[config.mk]
export PLATFORM = sky130hd
export DESIGN_NAME = tgbcc_ctrl
export DESIGN_NICKNAME = d
export VERILOG_FILES = /design/src/hdl/tgbcc_pkg.sv /design/src/hdl/tgbcc_ctrl.sv
export SDC_FILE = /design/constraint.sdc
export NUM_CORES = 1
export LEC_CHECK = 0
export BUFFER_PORTS_ARGS = -buffer_cell sky130_fd_sc_hd__buf_2
export CAP_MARGIN = 40
export CORE_MARGIN = 2
export CORE_UTILIZATION = 50
export DETAILED_ROUTE_END_ITERATION = 16
export GPL_ROUTABILITY_DRIVEN = 0
export PLACE_DENSITY_LB_ADDON = 0.3
export SLEW_MARGIN = 20
export SYNTH_ARGS = -nofsm -noshare
export SYNTH_HDL_FRONTEND = slang
export SYNTH_SLANG_ARGS = --single-unit
[constraint.sdc]
create_clock -name clk -period 2.95 [get_ports clk]
set_input_delay 0.7375 -clock clk [delete_from_list [all_inputs] [get_ports clk]]
set_output_delay 0.7375 -clock clk [all_outputs]
set_load 0.02 [all_outputs]
[src/hdl/tgbcc_pkg.sv]
// ----------------------------------------------------------------------------
// Tile grid collision checker: package
// Constants, payload and control types shared by the block's modules.
// ----------------------------------------------------------------------------
package tgbcc_pkg;

  // Tile store geometry and coordinate format.
  localparam int MAX_COLS  = 64;
  localparam int MAX_ROWS  = 64;
  localparam int FRAC_BITS = 8;
  localparam int COL_W     = $clog2(MAX_COLS);
  localparam int ROW_W     = $clog2(MAX_ROWS);
  localparam int ADDR_W    = ROW_W + COL_W;
  localparam int MEM_DEPTH = MAX_ROWS * MAX_COLS;

  // Field widths.
  localparam int POS_W  = 24;
  localparam int SIZE_W = 16;
  localparam int TS_W   = 8;
  localparam int DIM_W  = 7;

  // Edge numerator is 2*centre +/- size; the non-negative tile index before
  // division by the tile size fits in DIV_W bits.
  localparam int NUM_W = POS_W + 2;
  localparam int DIV_W = POS_W - FRAC_BITS;
  localparam int CNT_W = $clog2(DIV_W);

  // Divider lanes.
  localparam int LANES     = 4;
  localparam int LANE_CMIN = 0;
  localparam int LANE_CMAX = 1;
  localparam int LANE_RMIN = 2;
  localparam int LANE_RMAX = 3;

  // Configuration port.
  localparam int DATA_W    = 32;
  localparam int PADDR_W   = 4;
  localparam int REG_IDX_W = 2;
  localparam logic [REG_IDX_W-1:0] REG_TILE_EDGE   = 2'd0;
  localparam logic [REG_IDX_W-1:0] REG_MAP_COLUMNS = 2'd1;
  localparam logic [REG_IDX_W-1:0] REG_MAP_ROWS    = 2'd2;

  typedef enum logic [1:0] {
    REQ_WRITE = 2'd0,
    REQ_POINT = 2'd1,
    REQ_STEP  = 2'd2,
    REQ_UNDEF = 2'd3
  } req_kind_t;

  typedef struct packed {
    logic [1:0]              req_type;
    logic [ROW_W-1:0]        tile_row;
    logic [COL_W-1:0]        tile_col;
    logic                    tile_walkable;
    logic signed [POS_W-1:0] pos_a;
    logic signed [POS_W-1:0] pos_b;
    logic signed [POS_W-1:0] step_delta;
    logic                    horizontal;
    logic [SIZE_W-1:0]       box_width;
    logic [SIZE_W-1:0]       box_height;
  } req_t;

  typedef struct packed {
    logic                    is_free;
    logic signed [POS_W-1:0] new_pos;
  } rsp_t;

  typedef struct packed {
    logic [TS_W-1:0]  tile_edge;
    logic [DIM_W-1:0] cols_lim;
    logic [DIM_W-1:0] rows_lim;
  } cfg_t;

  typedef struct packed {
    logic             neg;
    logic [DIV_W-1:0] quo;
    logic [TS_W-1:0]  rem;
  } lane_t;

  typedef struct packed {
    logic load;
    logic calc_want;
    logic mem_we;
    logic lanes_load;
    logic div_step;
    logic walk_init;
    logic rd_req;
    logic walk_next;
    logic fin;
    logic fin_free;
  } dp_cmd_t;

  typedef struct packed {
    logic [1:0] req_type;
    logic       ts_zero;
    logic       off_grid;
    logic       tile_bit;
    logic       walk_last;
  } dp_stat_t;

endpackage

[src/hdl/tgbcc_ctrl.sv]
// ----------------------------------------------------------------------------
// Tile grid collision checker: controller
// Sequences decode, division, bounds check and tile walk for one transaction.
// ----------------------------------------------------------------------------
module tgbcc_ctrl (
  input  logic                 clk,
  input  logic                 rst_n,
  input  logic                 start,
  output logic                 busy,
  input  tgbcc_pkg::dp_stat_t  stat,
  output tgbcc_pkg::dp_cmd_t   cmd,
  output logic                 out_strobe
);
  import tgbcc_pkg::*;

  typedef enum logic [6:0] {
    S_IDLE   = 7'b0000001,
    S_DECODE = 7'b0000010,
    S_EDGE   = 7'b0000100,
    S_DIV    = 7'b0001000,
    S_CHECK  = 7'b0010000,
    S_RD     = 7'b0100000,
    S_EV     = 7'b1000000
  } state_t;

  state_t           state_r, state_nxt;
  logic [CNT_W-1:0] cnt_r, cnt_nxt;
  logic             strobe_r;

  always_comb begin
    cmd       = '0;
    state_nxt = state_r;
    cnt_nxt   = cnt_r;
    case (state_r)
      S_IDLE: begin
        if (start) begin
          cmd.load  = 1'b1;
          state_nxt = S_DECODE;
        end
      end
      S_DECODE: begin
        cmd.calc_want = 1'b1;
        case (req_kind_t'(stat.req_type))
          REQ_WRITE: begin
            cmd.mem_we = 1'b1;
            cmd.fin    = 1'b1;
            state_nxt  = S_IDLE;
          end
          REQ_POINT, REQ_STEP: state_nxt = S_EDGE;
          default: begin
            cmd.fin   = 1'b1;
            state_nxt = S_IDLE;
          end
        endcase
      end
      S_EDGE: begin
        if (stat.ts_zero) begin
          cmd.fin      = 1'b1;
          cmd.fin_free = 1'b1;
          state_nxt    = S_IDLE;
        end else begin
          cmd.lanes_load = 1'b1;
          cnt_nxt        = '0;
          state_nxt      = S_DIV;
        end
      end
      S_DIV: begin
        cmd.div_step = 1'b1;
        cnt_nxt      = cnt_r + 1'b1;
        if (cnt_r == CNT_W'(DIV_W - 1)) begin
          state_nxt = S_CHECK;
        end
      end
      S_CHECK: begin
        if (stat.off_grid) begin
          cmd.fin   = 1'b1;
          state_nxt = S_IDLE;
        end else begin
          cmd.walk_init = 1'b1;
          state_nxt     = S_RD;
        end
      end
      S_RD: begin
        cmd.rd_req = 1'b1;
        state_nxt  = S_EV;
      end
      S_EV: begin
        if (!stat.tile_bit) begin
          cmd.fin   = 1'b1;
          state_nxt = S_IDLE;
        end else if (stat.walk_last) begin
          cmd.fin      = 1'b1;
          cmd.fin_free = 1'b1;
          state_nxt    = S_IDLE;
        end else begin
          cmd.walk_next = 1'b1;
          state_nxt     = S_RD;
        end
      end
      default: state_nxt = S_IDLE;
    endcase
  end

  always_ff @(posedge clk) begin
    if (!rst_n) begin
      state_r  <= S_IDLE;
      cnt_r    <= '0;
      strobe_r <= 1'b0;
    end else begin
      state_r  <= state_nxt;
      cnt_r    <= cnt_nxt;
      strobe_r <= cmd.fin;
    end
  end

  assign busy       = (state_r != S_IDLE);
  assign out_strobe = strobe_r;

endmodule

==> impl_metrics.yaml <==
global_route:
  grtUsageMet1_pct: 25.9
  grtUsageTotal_pct: 20.5
  grt_start_max_net_pins: 10
  top_usage_layer: "met2"
  grt_overflow_total: 0
  met2_usage_pct: 31.5
  grt_pass1_vias: 655
  met3_usage_pct: 5.11
  antenna_found_initial: 0
  grt_first_pass_wirelength_um: 2790
run:
  maxCapViolCount: 0
pwr:
  p_leak_uw: 0.000429
  seq_power_share_pct: 46.2
  vdd_ir_drop_max_v: 0.000228
  combPwrFrac_pct: 17.9
  netSwitchingFraction_pct: 28.2
  p_int_uw: 272
  switching_power_uw: 107
  clock_power_share_pct: 35.9
  p_per_area_nw_per_um2: 422
clock_tree:
  cts.repair.resized: 0
  htree_num_levels: 1
  cts_buffers: 3
  path_clk_slew_ns: 0.09
  cts-hold-fix-buffers: 0
  cts_setup_buffers: 0
  cts_tree: "done"
  clk_latency_ns: 0.28
  cts-root-buf: "clkbuf_4"
  cts_buffer_depth: 2
  cts_sinks: 12
routing:
  final_antenna_net_count: 0
  wl_per_cell_um: 12.7
  drt_iter0_markers: 17
  vias: 733
  viasPerCell: 5.68
  wirelength_um: 1640
  drc_errors: 0
  firstDrtPassIters: 4
setup_path:
  crit_type: "reg2out"
  critPathCaptureType: "primary output"
  critPathSlowestCell: "or4_4"
  max_stage_delay_ns: 0.61
  cp_data_arrival_time_ns: 1.98
  crit_path_cell_trace: "or4_4 > nor4b_4 > nand2b_1 > nand3_2 > buf_2"
  cp-start-kind: "register"
  crit_fanout: 9
  crit_required_ns: 2.21
floorplan:
  row_count: 14
  start_util_pct: 51.9
  die_x_um: 42.8
  die_y_um: 42.8
  io_pins: 21
  core_area_sq_um: 1450
  die-area_sq_um: 1840
synth:
  synth.most_common_cell: "dfxtp_1"
  ys_seq_elements: 12
  synth.area.top_cells: "dfxtp_1 (32%), nor4b_4 (6.3%), nor2_1 (4.0%)"
  netlist_area_sq_um: 754
  syn-mean-instance-area_sq_um: 8.20
  synth_top_area_share_pct: 31.8
  synth-main-ff-cell: "dfxtp_1"
  yosys-top-cells-count: "dfxtp_1 (12), nor2_1 (8), nand2_1 (7)"
  netlist_instances: 92
  synth_top_cell_by_area: "dfxtp_1"
  yosysSeqAreaShare_pct: 31.8
  ys_warn_count: 0
  synth_cell_type_count: 36
  synthArstFlopShare_pct: 0
  synth_nets: 103
  synth_edf_count: 0
timing:
  rsz0062_at_grt: "false"
  finalClockSkew_ns: 0.00474
  final-setup-viol-count: 0
  min_period_ns: 2.72
  finalHoldViolations: 0
  tightest_slew_ns: 0.361
  finalCritPeriodShare_pct: 92.0
  fin_tns_setup_ns: 0
  max-slew-margin-rel_pct: 75.8
  slew_violations: 0
  clock.fmax_mhz: 368
placement:
  placed_area_sq_um: 861
  dp_cells: 125
  numPortBuffers: 20
  hpwl_um: 1230
layout:
  nets: 125
  stdcell_count: 129
  drive_gt1_share_pct: 29.2
  num_antenna_cells: 0
  areaGrowthSynthToFinish_pct: 18.9
  fin_area_sq_um: 897
outcome:
  status: "finished clean"
worst_hold_path:
  hp-class: "reg2reg"
[routing by layer]
layer	up-vias	routed length [um]
met1	325	787
met3	2	92
met4	0	16
met2	29	739
li1	377	-
met5	-	0
[registers in the layout, indices dropped and copies added (netlist names)]
name and cells:
state_r 7, cnt_r 4, out_strobe 1
[through the flow]
stage | worst slack (ns) | utilization [%] | total power, uW | hold slack [ns]
2_1_floorplan | 0.505 | - | 223 | 0.450
3_3_place_gp | 0.595 | 59.2 | 243 | 0.472
3_5_place_dp | 0.535 | 59.2 | 245 | 0.473
4_1_cts | 0.209 | 61.7 | 382 | 0.494
5_1_grt | 0.131 | 61.7 | 399 | 0.535
6_report | 0.235 | 61.7 | 378 | 0.494
[cell type report]
type	instances	area (sq um)
Fill cell	138	557
Multi-Input combinational cell	73	485
Sequential cell	12	240
Timing Repair Buffer	20	100
Clock buffer	4	36.3
Tap cell	16	20.0
Inverter	4	15.0
[path summary, 6_finish.rpt]
check / start / endpoint / slack (ns) / cells after the start
min reg2reg: cnt_r[1] / cnt_r[1] / 0.49 / 2
max: state_r[6] / cmd[1] / 0.23 / 5
max reg2reg: state_r[6] / state_r[6] / 1.18 / 5
min: cnt_r[1] / cnt_r[1] / 0.49 / 2
[power by group through the flow]
stage	sequential, uW	combinational, uW	clock (uW)
4_1_cts	175	67.5	140
2_1_floorplan	174	49.1	0
3_3_place_gp	178	65.4	0
6_report	175	67.6	136
3_5_place_dp	178	67.0	0
5_1_grt	175	75.1	148
[cells in the final DEF (no fill, tap or decap), drive strengths merged, types with 4 or more instances in the layout]
master / netlist / layout
and2: 4 / 4
clkbuf: 2 / 4
and3: 5 / 5
nand2: 7 / 7
o21ai: 6 / 6
nor2: 8 / 8
dfxtp: 12 / 12
buf: 1 / 20
a21oi: 5 / 5
nand3: 5 / 5
inv: 4 / 4
nor3: 5 / 5
[logic make-up after synthesis]
family | Yosys count | share of synthesized area, %
compound gates | 19 | 15.8
buf+inv | 7 | 3.81
xor+xnor | 1 | 1.16
simple gates | 51 | 44.1
flops | 12 | 31.8
fa+ha+maj | 2 | 3.32
[worst max-delay path, delay by kind of cell (launching register included)]
kind	cells	cell delay (ns)
AND/OR/NAND/NOR	4	1.16
buffers and inverters	1	0.16
flip-flops	1	0.38
Note: power is estimated with default switching activity, not from simulation.
