[src/hdl/tgbcc_pkg.sv]
// ----------------------------------------------------------------------------
// Tile grid collision checker: package
// Constants, payload and control types shared by the block's modules.
// ----------------------------------------------------------------------------
package tgbcc_pkg;

  // Tile store geometry and coordinate format.
  localparam int MAX_COLS  = 64;
  localparam int MAX_ROWS  = 64;
  localparam int FRAC_BITS = 8;
  localparam int COL_W     = $clog2(MAX_COLS);
  localparam int ROW_W     = $clog2(MAX_ROWS);
  localparam int ADDR_W    = ROW_W + COL_W;
  localparam int MEM_DEPTH = MAX_ROWS * MAX_COLS;

  // Field widths.
  localparam int POS_W  = 24;
  localparam int SIZE_W = 16;
  localparam int TS_W   = 8;
  localparam int DIM_W  = 7;

  // Edge numerator is 2*centre +/- size; the non-negative tile index before
  // division by the tile size fits in DIV_W bits.
  localparam int NUM_W = POS_W + 2;
  localparam int DIV_W = POS_W - FRAC_BITS;
  localparam int CNT_W = $clog2(DIV_W);

  // Divider lanes.
  localparam int LANES     = 4;
  localparam int LANE_CMIN = 0;
  localparam int LANE_CMAX = 1;
  localparam int LANE_RMIN = 2;
  localparam int LANE_RMAX = 3;

  // Configuration port.
  localparam int DATA_W    = 32;
  localparam int PADDR_W   = 4;
  localparam int REG_IDX_W = 2;
  localparam logic [REG_IDX_W-1:0] REG_TILE_EDGE   = 2'd0;
  localparam logic [REG_IDX_W-1:0] REG_MAP_COLUMNS = 2'd1;
  localparam logic [REG_IDX_W-1:0] REG_MAP_ROWS    = 2'd2;

  typedef enum logic [1:0] {
    REQ_WRITE = 2'd0,
    REQ_POINT = 2'd1,
    REQ_STEP  = 2'd2,
    REQ_UNDEF = 2'd3
  } req_kind_t;

  typedef struct packed {
    logic [1:0]              req_type;
    logic [ROW_W-1:0]        tile_row;
    logic [COL_W-1:0]        tile_col;
    logic                    tile_walkable;
    logic signed [POS_W-1:0] pos_a;
    logic signed [POS_W-1:0] pos_b;
    logic signed [POS_W-1:0] step_delta;
    logic                    horizontal;
    logic [SIZE_W-1:0]       box_width;
    logic [SIZE_W-1:0]       box_height;
  } req_t;

  typedef struct packed {
    logic                    is_free;
    logic signed [POS_W-1:0] new_pos;
  } rsp_t;

  typedef struct packed {
    logic [TS_W-1:0]  tile_edge;
    logic [DIM_W-1:0] cols_lim;
    logic [DIM_W-1:0] rows_lim;
  } cfg_t;

  typedef struct packed {
    logic             neg;
    logic [DIV_W-1:0] quo;
    logic [TS_W-1:0]  rem;
  } lane_t;

  typedef struct packed {
    logic load;
    logic calc_want;
    logic mem_we;
    logic lanes_load;
    logic div_step;
    logic walk_init;
    logic rd_req;
    logic walk_next;
    logic fin;
    logic fin_free;
  } dp_cmd_t;

  typedef struct packed {
    logic [1:0] req_type;
    logic       ts_zero;
    logic       off_grid;
    logic       tile_bit;
    logic       walk_last;
  } dp_stat_t;

endpackage

[src/hdl/tgbcc_regs.sv]
// ----------------------------------------------------------------------------
// Tile grid collision checker: configuration registers
// APB-style register file holding tile size and grid dimensions.
// ----------------------------------------------------------------------------
module tgbcc_regs (
  input  logic                          clk,
  input  logic                          rst_n,
  input  logic                          psel,
  input  logic                          penable,
  input  logic                          pwrite,
  input  logic [tgbcc_pkg::PADDR_W-1:0] paddr,
  input  logic [tgbcc_pkg::DATA_W-1:0]  pwdata,
  output logic [tgbcc_pkg::DATA_W-1:0]  prdata,
  output logic                          pready,
  output tgbcc_pkg::cfg_t               cfg
);
  import tgbcc_pkg::*;

  logic [TS_W-1:0]      tile_edge_r, tile_edge_nxt;
  logic [DIM_W-1:0]     map_columns_r, map_columns_nxt;
  logic [DIM_W-1:0]     map_rows_r, map_rows_nxt;
  logic                 wr_en;
  logic [REG_IDX_W-1:0] reg_idx;

  assign pready  = 1'b1;
  assign wr_en   = psel & penable & pwrite;
  assign reg_idx = paddr[PADDR_W-1:2];

  always_comb begin
    tile_edge_nxt   = tile_edge_r;
    map_columns_nxt = map_columns_r;
    map_rows_nxt    = map_rows_r;
    if (wr_en) begin
      case (reg_idx)
        REG_TILE_EDGE:   tile_edge_nxt   = pwdata[TS_W-1:0];
        REG_MAP_COLUMNS: map_columns_nxt = pwdata[DIM_W-1:0];
        REG_MAP_ROWS:    map_rows_nxt    = pwdata[DIM_W-1:0];
        default:         ;
      endcase
    end
  end

  always_ff @(posedge clk) begin
    if (!rst_n) begin
      tile_edge_r   <= '0;
      map_columns_r <= '0;
      map_rows_r    <= '0;
    end else begin
      tile_edge_r   <= tile_edge_nxt;
      map_columns_r <= map_columns_nxt;
      map_rows_r    <= map_rows_nxt;
    end
  end

  always_comb begin
    case (reg_idx)
      REG_TILE_EDGE:   prdata = DATA_W'(tile_edge_r);
      REG_MAP_COLUMNS: prdata = DATA_W'(map_columns_r);
      REG_MAP_ROWS:    prdata = DATA_W'(map_rows_r);
      default:         prdata = '0;
    endcase
  end

  // Dimensions beyond the store are clipped to the store.
  assign cfg.tile_edge = tile_edge_r;
  assign cfg.cols_lim  = (map_columns_r > DIM_W'(MAX_COLS)) ? DIM_W'(MAX_COLS) : map_columns_r;
  assign cfg.rows_lim  = (map_rows_r > DIM_W'(MAX_ROWS)) ? DIM_W'(MAX_ROWS) : map_rows_r;

endmodule

[config.mk]
export PLATFORM = sky130hd
export DESIGN_NAME = tgbcc_regs
export DESIGN_NICKNAME = d
export VERILOG_FILES = /design/src/hdl/tgbcc_pkg.sv /design/src/hdl/tgbcc_regs.sv
export SDC_FILE = /design/constraint.sdc
export NUM_CORES = 1
export LEC_CHECK = 0
export BUFFER_PORTS_ARGS = -buffer_cell sky130_fd_sc_hd__buf_2
export CAP_MARGIN = 10
export CORE_MARGIN = 2
export CORE_UTILIZATION = 43
export DETAILED_ROUTE_END_ITERATION = 12
export PLACE_DENSITY_LB_ADDON = 0.2
export SKIP_LAST_GASP = 1
export SYNTH_ARGS = -nofsm -noshare
export SYNTH_HDL_FRONTEND = slang
export SYNTH_SLANG_ARGS = --single-unit
[constraint.sdc]
create_clock -name clk -period 2.2 [get_ports clk]
set_input_delay 0.22 -clock clk [delete_from_list [all_inputs] [get_ports clk]]
set_output_delay 0.22 -clock clk [all_outputs]
set_load 0.02 [all_outputs]
==> impl_metrics.tcl, run 1 <==
set metrics [dict create \
    timing.final.crit_share_pct 72.2 \
    run_status "completed" \
    fp-row-count 19 \
    height_of_the_die_um 58.5 \
    worst_ep_arrival_time_ps 1370 \
    fmax_mhz 629 \
    portBuffers 44 \
    drt_wl_total_um 2630 \
    drc 0 \
    grt_start_max_net_pins 31 \
    fillerInstances 276 \
    cts_hold_repair.buffers 0 \
    synthCells 150 \
    cts.repair.resized 0 \
    total_switching_power_uw 209 \
    top_level_ports 96 \
    cts.reportedPaths.clkPinSlew_ps 120 \
    final_layout_size_suffix_gt1_share_pct 27.5 \
    worstSetupPathType "flop to primary output" \
    mean_syn_cell_area_um2 8.51 \
    drv_slew 0 \
    max-slew-margin-rel_pct 64.6 \
    multi_input_comb_area_um2 679 \
    commonest_cells_after_routing_fill_and_taps_aside "sky130_fd_sc_hd__buf_2 (44), sky130_fd_sc_hd__nand2_1 (37), sky130_fd_sc_hd__mux2i_1 (29)" \
    synth.cell_area_um2 1280 \
    cts_buffers 3 \
    p_seq_share_pct 55.0 \
    nets_final 231 \
    max_cap_violations 0 \
    critPathMaxFanout 9 \
    number_of_drc_markers_in_iteration_0 24 \
    clock_tree.htree_level_count 1 \
    die_outline_width_um 58.5 \
    rsz_0062_raised_after_global_routing "false" \
    final_cells 220 \
    timing.hold.ws_ps 148 \
    num_vias 1036 \
    clock_tree.buffer_depth 2 \
    final.min_clock_period_ps 1590 \
    ys_ff_latch 22 \
    cts_post_setup_buffers_inserted 0 \
    totalNegativeSetupSlack_ps 0 \
    detail_route.wl_per_cell_um 12.0 \
    detail-route-antenna-nets 0 \
    global_route.overflow_total 0 \
    comb_power_share_pct 14.8 \
    setup_viol 0 \
    detailed_place_hpwl_um 1880 \
    power_density_of_the_placed_cells_nw_per_um2 516 \
    antenna_found_initial 0 \
    crit_required_ps 1980 \
    hold_path_class "primary input to flop" \
    clock_tree_from_tritoncts "yes" \
    vias_in_the_first_global_route 959 \
    internal_uw 532 \
    antenna_cells 0 \
    switching_power_share_of_the_total_pct 28.2 \
    maximum_vdd_drop_v 0.000316 \
    core_area_um2 2780 \
    layout_commonest_cell "sky130_fd_sc_hd__buf_2" \
    final_area_um2 1440 \
    synth.yosys.warnings 0 \
    cp-end-kind "primary output" \
    grt_pass1_wl_um 4390 \
    clkPwrFrac_pct 30.2 \
    insertion_delay_ps 300 \
    area.sequential_um2 440 \
    final_hold_viol_count 0 \
    grtUsageTotal_pct 16.7 \
    placed_cells 216 \
    synth_seq_area_share_pct 34.5 \
    dr.pass1.iters 4 \
    gp_congestion 0.704 \
    post_synth_cell_types 14 \
    clock-root-buffer "sky130_fd_sc_hd__clkbuf_4" \
    worst-slew-pin-transition_ps 532 \
    syn_to_final_growth_pct 12.6 \
    clock_sink_count 22 \
    drt-vias-per-instance 4.71 \
    p_leak_nw 0.767 \
    fp.dieArea_um2 3420 \
    skew_ps 0 \
    start_util_pct 45.9 \
    start_kind "flop" \
    post_dp_cell_area_um2 1400 \
]
[area by class of cell]
| type | instances | area share, % |
|---|---|---|
| flip-flops and latches | 22 | 30.6 |
| clock buffers | 4 | 2.52 |
| well taps | 31 | 2.70 |
| repair buffers | 47 | 16.9 |
| multi-input cells | 116 | 47.3 |
[Yosys cell counts (all sizes together)]
| library cell | count | area share (%) |
|---|---|---|
| nand2 | 37 | 11 |
| and2b | 1 | 0.59 |
| dfxtp | 22 | 35 |
| clkbuf | 5 | 1.5 |
| mux2i | 29 | 23 |
| nor2b | 12 | 5.9 |
| buf | 30 | 18 |
| conb | 2 | 0.59 |
| o21ai | 7 | 2.7 |
| nor3b | 3 | 1.8 |
| nand3 | 1 | 0.78 |
| or3 | 1 | 0.49 |
[kinds of logic after synthesis]
| logic type | Yosys count | share of synthesized area [%] |
|---|---|---|
| AO/OA/AOI/OAI | 7 | 2.74 |
| buffers and inverters | 35 | 19.0 |
| flip-flops | 22 | 34.5 |
| multiplexers | 29 | 22.7 |
| other | 2 | 0.588 |
| AND/OR/NAND/NOR | 55 | 20.4 |
[state kept, by name (all words and copies together), names as in the netlist]
signal and count:
map_rows_r 7, tile_edge_r 8, map_columns_r 7
[path summary, 6_finish.rpt]
kind                                 endpoint  depth (start not counted)  slack (ps)                  startpoint
hold / removal    tile_edge_r[7]$_SDFFE_PN0P_                          3         150                   pwdata[7]
hold reg to reg    map_rows_r[1]$_SDFFE_PN0P_                          2         480  map_rows_r[1]$_SDFFE_PN0P_
setup / recovery                    prdata[6]                          3         610  map_rows_r[6]$_SDFFE_PN0P_
setup reg to reg   map_rows_r[6]$_SDFFE_PN0P_                          2        1320  map_rows_r[6]$_SDFFE_PN0P_
[metrics by stage]
| step | worst slack [ps] | power, mW | utilization, % |
|---|---|---|---|
| after floorplan | 962 | 0.533 | - |
| after global placement | 790 | 0.525 | 50.4 |
| after detailed placement | 792 | 0.526 | 50.4 |
| after CTS | 604 | 0.749 | 51.7 |
| after global routing | 494 | 0.776 | 51.7 |
| final | 611 | 0.741 | 51.7 |
[power groups by stage]
stage | sequential [mW] | combinational [mW] | clock [mW]
5_1_grt | 0.409 | 0.120 | 0.247
4_1_cts | 0.408 | 0.109 | 0.232
3_5_place_dp | 0.417 | 0.109 | 0
2_1_floorplan | 0.418 | 0.115 | 0
3_3_place_gp | 0.417 | 0.108 | 0
6_report | 0.408 | 0.109 | 0.224
[critical path: stages (launching register included)]
cell	delay (ps)
sky130_fd_sc_hd__dfxtp_1	600
sky130_fd_sc_hd__mux2i_1	130
sky130_fd_sc_hd__o21ai_0	150
sky130_fd_sc_hd__buf_2	180
[per-layer routing]
| metal | share of wire (%) | vias to the layer above | track usage [%] | routed length, um |
|---|---|---|---|---|
| met5 | 0 | - | 0 | 0 |
| met4 | 0.53 | 0 | 4.98 | 14 |
| met3 | 9.1 | 2 | 3.30 | 240 |
| met2 | 46 | 55 | 26.8 | 1210 |
| met1 | 44 | 471 | 22.5 | 1170 |
| li1 | - | 508 | - | - |
No activity file was read; power rests on OpenSTA's default activity.
==> inputs of run 2 (changes only) <==
Settings changed: CORE_UTILIZATION 43 to 40.
Clock period 2.2 ns to 1.5 ns, I/O delays scaled along.
==> run 2 against run 1 <==
  * Routed wire length is 5.5% higher
  * Final cell count is 6.4% higher
  * Non-clock buffer count is 1 higher
  * Sequential cell count stayed put
  * Utilization shrank 3.2 points
  * Sequential power is 47% higher
  * Worst setup slack lost 470 ps
==> impl_metrics.tcl, run 2 (synthesized netlist as in run 1, its figures left out) <==
set metrics [dict create \
    clock_tree_from_tritoncts "yes" \
    design_power_total_mw 1.21 \
    worstRegToRegCells 2 \
    switching_power_share_of_the_total_pct 25.4 \
    cts.reportedPaths.clkPinSlew_ps 130 \
    top_level_ports 96 \
    max_cap_violations 0 \
    clock-root-buffer "sky130_fd_sc_hd__clkbuf_4" \
    whs_path_depth 3 \
    rrSetupSlack_ps 690 \
    drt-vias-per-instance 4.41 \
    commonest_cells_after_routing_fill_and_taps_aside "sky130_fd_sc_hd__buf_2 (44), sky130_fd_sc_hd__nand2_1 (37), sky130_fd_sc_hd__mux2i_1 (29)" \
    gp_congestion 0.730 \
    num_vias 1031 \
    vias_in_the_first_global_route 901 \
    insertion_delay_ps 300 \
    comb_power_share_pct 13.6 \
    critPathMaxFanout 9 \
    fp-row-count 20 \
    fmax_mhz 734 \
    cts_buffers 3 \
    power_density_of_the_placed_cells_nw_per_um2 821 \
    height_of_the_die_um 60.5 \
    grtUsageTotal_pct 15.0 \
    layout_commonest_cell "sky130_fd_sc_hd__buf_2" \
    critical_path.reg2reg.endpoint "map_columns_r[6]$_SDFFE_PN0P_" \
    worstHoldEndpoint "tile_edge_r[7]$_SDFFE_PN0P_" \
    hold_path.startpoint "pwdata[7]" \
    dr.pass1.iters 4 \
    syn_to_final_growth_pct 15.9 \
    core_area_um2 3050 \
    antenna_found_initial 0 \
    timing.hold.ws_ps 77.5 \
    worst_ep_arrival_time_ps 1210 \
    grt_pass1_wl_um 4040 \
    run_status "completed" \
    clock_tree.buffer_depth 2 \
    global_route.overflow_total 0 \
    skew_ps 0 \
    maximum_vdd_drop_v 0.000726 \
    final_cells 234 \
    detail_route.wl_per_cell_um 11.9 \
    cts_hold_repair.buffers 0 \
    placed_cells 230 \
    internal_uw 905 \
    nets_final 232 \
    p_leak_nw 0.779 \
    fp.dieArea_um2 3660 \
    worst-slew-pin-transition_ps 526 \
    antenna_cells 0 \
    setup_viol 0 \
    start_kind "flop" \
    r2r-start "map_columns_r[6]$_SDFFE_PN0P_" \
    rsz_0062_raised_after_global_routing "false" \
    final.min_clock_period_ps 1360 \
    die_outline_width_um 60.5 \
    final_standard_cell_utilization_of_the_core_pct 48.4 \
    largest_register_ff_count 8 \
    final_hold_viol_count 0 \
    hold_path_class "primary input to flop" \
    drt_wl_total_um 2780 \
    p_seq_share_pct 49.3 \
    drv_slew 0 \
    totalNegativeSetupSlack_ps 0 \
    max-slew-margin-rel_pct 64.9 \
    grt_start_max_net_pins 31 \
    timing.final.crit_share_pct 90.9 \
    number_of_drc_markers_in_iteration_0 16 \
    cp-end-kind "primary output" \
    worstSetupPathType "flop to primary output" \
    clkPwrFrac_pct 37.1 \
    detail-route-antenna-nets 0 \
    largest_register "tile_edge_r" \
    crit_required_ps 1350 \
    drc 0 \
    total_switching_power_uw 309 \
    reg_top3 "tile_edge_r x8, map_columns_r x7, map_rows_r x7" \
    start_util_pct 41.8 \
    detailed_place_hpwl_um 2030 \
    clock_sink_count 22 \
    portBuffers 44 \
    final_layout_size_suffix_gt1_share_pct 28.4 \
    clock_tree.htree_level_count 1 \
]
==> run 2: repair_timing <==
item / CTS / global route
resized for setup: 1 / 0
setup endpoints to repair: 1 / 0
setup buffers: 0 / 0
==> run 2: power by group through the flow <==
stage / clock network, mW / logic (mW) / registers [mW]
2_1_floorplan: 0 / 0.169 / 0.613
3_3_place_gp: 0 / 0.163 / 0.611
3_5_place_dp: 0 / 0.164 / 0.612
4_1_cts: 0.470 / 0.164 / 0.599
5_1_grt: 0.502 / 0.179 / 0.600
6_report: 0.450 / 0.165 / 0.598
==> run 2: final cells by class <==
cell class,instances,area (um2)
fill,331,1570
multi-input combinational,116,679
sequential,22,442
timing repair buffer,48,250
tap,44,55.1
clock inverter,1,30.0
clock buffer,3,22.5
==> run 2: how the worst max path moves through the flow <==
stage,cells after the start,endpoint,from
detailed placement,3,tile_edge_r[1]$_SDFFE_PN0P_,paddr[3]
CTS,3,prdata[6],map_rows_r[6]$_SDFFE_PN0P_
finish,3,prdata[6],map_rows_r[6]$_SDFFE_PN0P_
global placement,3,tile_edge_r[1]$_SDFFE_PN0P_,paddr[2]
global route,3,prdata[6],map_rows_r[6]$_SDFFE_PN0P_
floorplan,2,prdata[0],tile_edge_r[0]$_SDFFE_PN0P_
==> run 2: per-layer routing <==
metal | vias up | GRT usage [%] | share of wire (%) | routed length [um]
met4 | 0 | 5.59 | 0.43 | 12
met3 | 2 | 2.13 | 5.4 | 149
li1 | 519 | - | - | -
met2 | 40 | 25.6 | 47 | 1310
met5 | - | 0 | 0 | 0
met1 | 470 | 19.4 | 47 | 1300
==> run 2: worst max-delay path, cell delays in order, from the launching register on <==
cell and delay, ps:
sky130_fd_sc_hd__dfxtp_2 470, sky130_fd_sc_hd__mux2i_1 110, sky130_fd_sc_hd__o21ai_0 140, sky130_fd_sc_hd__buf_2 180
==> run 2: per-stage QoR <==
step	worst slack, ps	instance area [um2]
6_report	137	1480
5_1_grt	53.7	1480
4_1_cts	100	1480
3_5_place_dp	229	1430
3_3_place_gp	242	1430
2_1_floorplan	332	1360
==> inputs of run 3 (changes only) <==
Settings changed: RECOVER_POWER set to 50.
==> run 3 against run 2 <==
  * Total power fell by 0.25%
  * Final area fell by 1.5%
  * Non-clock buffer count unchanged
  * Sequential cell count is the same
  * Sequential share of layout area increased by 0.46 points
  * Worst setup slack better by 0.66 ps
  * First-iteration DRC count unchanged
  * Via count grew 0.39%
  * Global-route usage is the same
  * Count of clock-buffer cells in the layout did not move
  * Largest cell class unchanged
  * Highest routed layer unchanged
==> impl_metrics.tcl, run 3 (synthesized netlist as in run 1, its figures left out) <==
set metrics [dict create \
    worst_ep_arrival_time_ps 1210 \
    drt_wl_total_um 2770 \
    drv_slew 0 \
    syn_to_final_growth_pct 14.1 \
    cts.reportedPaths.clkPinSlew_ps 130 \
    drt-vias-per-instance 4.42 \
    clock_tree.htree_level_count 1 \
    grtUsageTotal_pct 15.0 \
    largest_register_ff_count 8 \
    largest_register "tile_edge_r" \
    die_outline_width_um 60.5 \
    crit_cells 3 \
    core_area_um2 3050 \
    worst-slew-pin-transition_ps 605 \
    rsz_0062_raised_after_global_routing "false" \
    skew_ps 0 \
    drc 0 \
    portBuffers 44 \
    antenna_found_initial 0 \
    critPathMaxFanout 9 \
    gp_congestion 0.730 \
    dr.pass1.iters 4 \
    commonest_cells_after_routing_fill_and_taps_aside "sky130_fd_sc_hd__buf_2 (39), sky130_fd_sc_hd__nand2_1 (37), sky130_fd_sc_hd__mux2i_1 (29)" \
    fp-row-count 20 \
    critical_path.n_buffers_inverters 1 \
    grt_pass1_wl_um 4040 \
    detailed_place_hpwl_um 2030 \
    nets_final 232 \
    layout_commonest_cell "sky130_fd_sc_hd__buf_2" \
    whs_path_depth 3 \
    cts_hold_repair.buffers 0 \
    grt_start_max_net_pins 31 \
    insertion_delay_ps 300 \
    totalNegativeSetupSlack_ps 0 \
    timing.final.crit_share_pct 90.8 \
    final.min_clock_period_ps 1360 \
    clock_sink_count 22 \
    cp-end-kind "primary output" \
    final_standard_cell_utilization_of_the_core_pct 47.7 \
    clock_tree_from_tritoncts "yes" \
    antenna_cells 0 \
    design_power_total_mw 1.21 \
    critical_path.max_stage_delay_ps 470 \
    setup_viol 0 \
    worstRegToRegCells 2 \
    number_of_drc_markers_in_iteration_0 16 \
    cts_post_setup_buffers_inserted 0 \
    fp.dieArea_um2 3660 \
    global_route.overflow_total 0 \
    worstSetupPathType "flop to primary output" \
    run_status "completed" \
    cp_cell_sequence "mux2i_1 -> o21ai_0 -> buf_2" \
    clock-root-buffer "sky130_fd_sc_hd__clkbuf_4" \
    power_density_of_the_placed_cells_nw_per_um2 831 \
    final_area_um2 1460 \
    max_cap_violations 0 \
    cp_top_delay_family "flip-flops" \
    crit_required_ps 1350 \
    final_layout_size_suffix_gt1_share_pct 23.7 \
    vias_in_the_first_global_route 901 \
    start_util_pct 41.8 \
    max-slew-margin-rel_pct 59.7 \
    cts.repair.resized 1 \
    hold_path_class "primary input to flop" \
    final_hold_viol_count 0 \
    post_dp_cell_area_um2 1430 \
    reg_top3 "tile_edge_r x8, map_columns_r x7, map_rows_r x7" \
    detail-route-antenna-nets 0 \
    num_vias 1035 \
    p_leak_nw 0.745 \
    fmax_mhz 734 \
    height_of_the_die_um 60.5 \
    detail_route.wl_per_cell_um 11.8 \
    timing.critical_path.slowest_stage_cell "sky130_fd_sc_hd__dfxtp_2" \
    start_kind "flop" \
    cts_buffers 3 \
    top_level_ports 96 \
    maximum_vdd_drop_v 0.000725 \
    clock_tree.buffer_depth 2 \
]
==> run 3: final cells by class <==
type,count,area [um2]
clock buffers,3,22.5
fillers,336,1600
flip-flops and latches,22,442
repair buffers,48,233
clock inverters,1,30.0
well taps,44,55.1
multi-input cells,116,674
==> run 3: layer usage <==
layer | part of all wire [%] | vias to the layer above | routed length, um | GRT usage, %
li1 | - | 520 | - | -
met1 | 46 | 471 | 1260 | 19.4
met2 | 48 | 42 | 1320 | 25.6
met3 | 6.2 | 2 | 173 | 2.13
met4 | 0.43 | 0 | 12 | 5.59
met5 | 0 | - | 0 | 0
==> run 3: power breakdown <==
group / switching (mW) / internal, mW / leakage, nW / total (mW)
Sequential: 0.00664 / 0.592 / 0.178 / 0.599
Combinational: 0.121 / 0.0402 / 0.539 / 0.162
Clock: 0.181 / 0.270 / 0.0279 / 0.451
==> run 3: metrics by stage <==
step / setup slack [ps] / std cells / hold WS, ps
after floorplan: 332 / 173 / 289
after global placement: 242 / 230 / 393
after detailed placement: 229 / 230 / 404
after CTS: 100 / 234 / 59.0
after global routing: 53.0 / 234 / 49.0
final: 138 / 234 / 77.5
==> run 3: final timing paths <==
| check | startpoint | end | slack, ps |
|---|---|---|---|
| hold reg to reg | map_columns_r[5]$_SDFFE_PN0P_ | map_columns_r[5]$_SDFFE_PN0P_ | 480 |
| setup reg to reg | map_columns_r[6]$_SDFFE_PN0P_ | map_columns_r[6]$_SDFFE_PN0P_ | 680 |
| hold / removal | pwdata[7] | tile_edge_r[7]$_SDFFE_PN0P_ | 80 |
| setup / recovery | map_rows_r[6]$_SDFFE_PN0P_ | prdata[6] | 140 |
==> run 3: tightest hold or removal path, stage by stage <==
cell and delay, ps:
sky130_fd_sc_hd__buf_2 90, sky130_fd_sc_hd__nand2_1 50, sky130_fd_sc_hd__mux2i_1 50
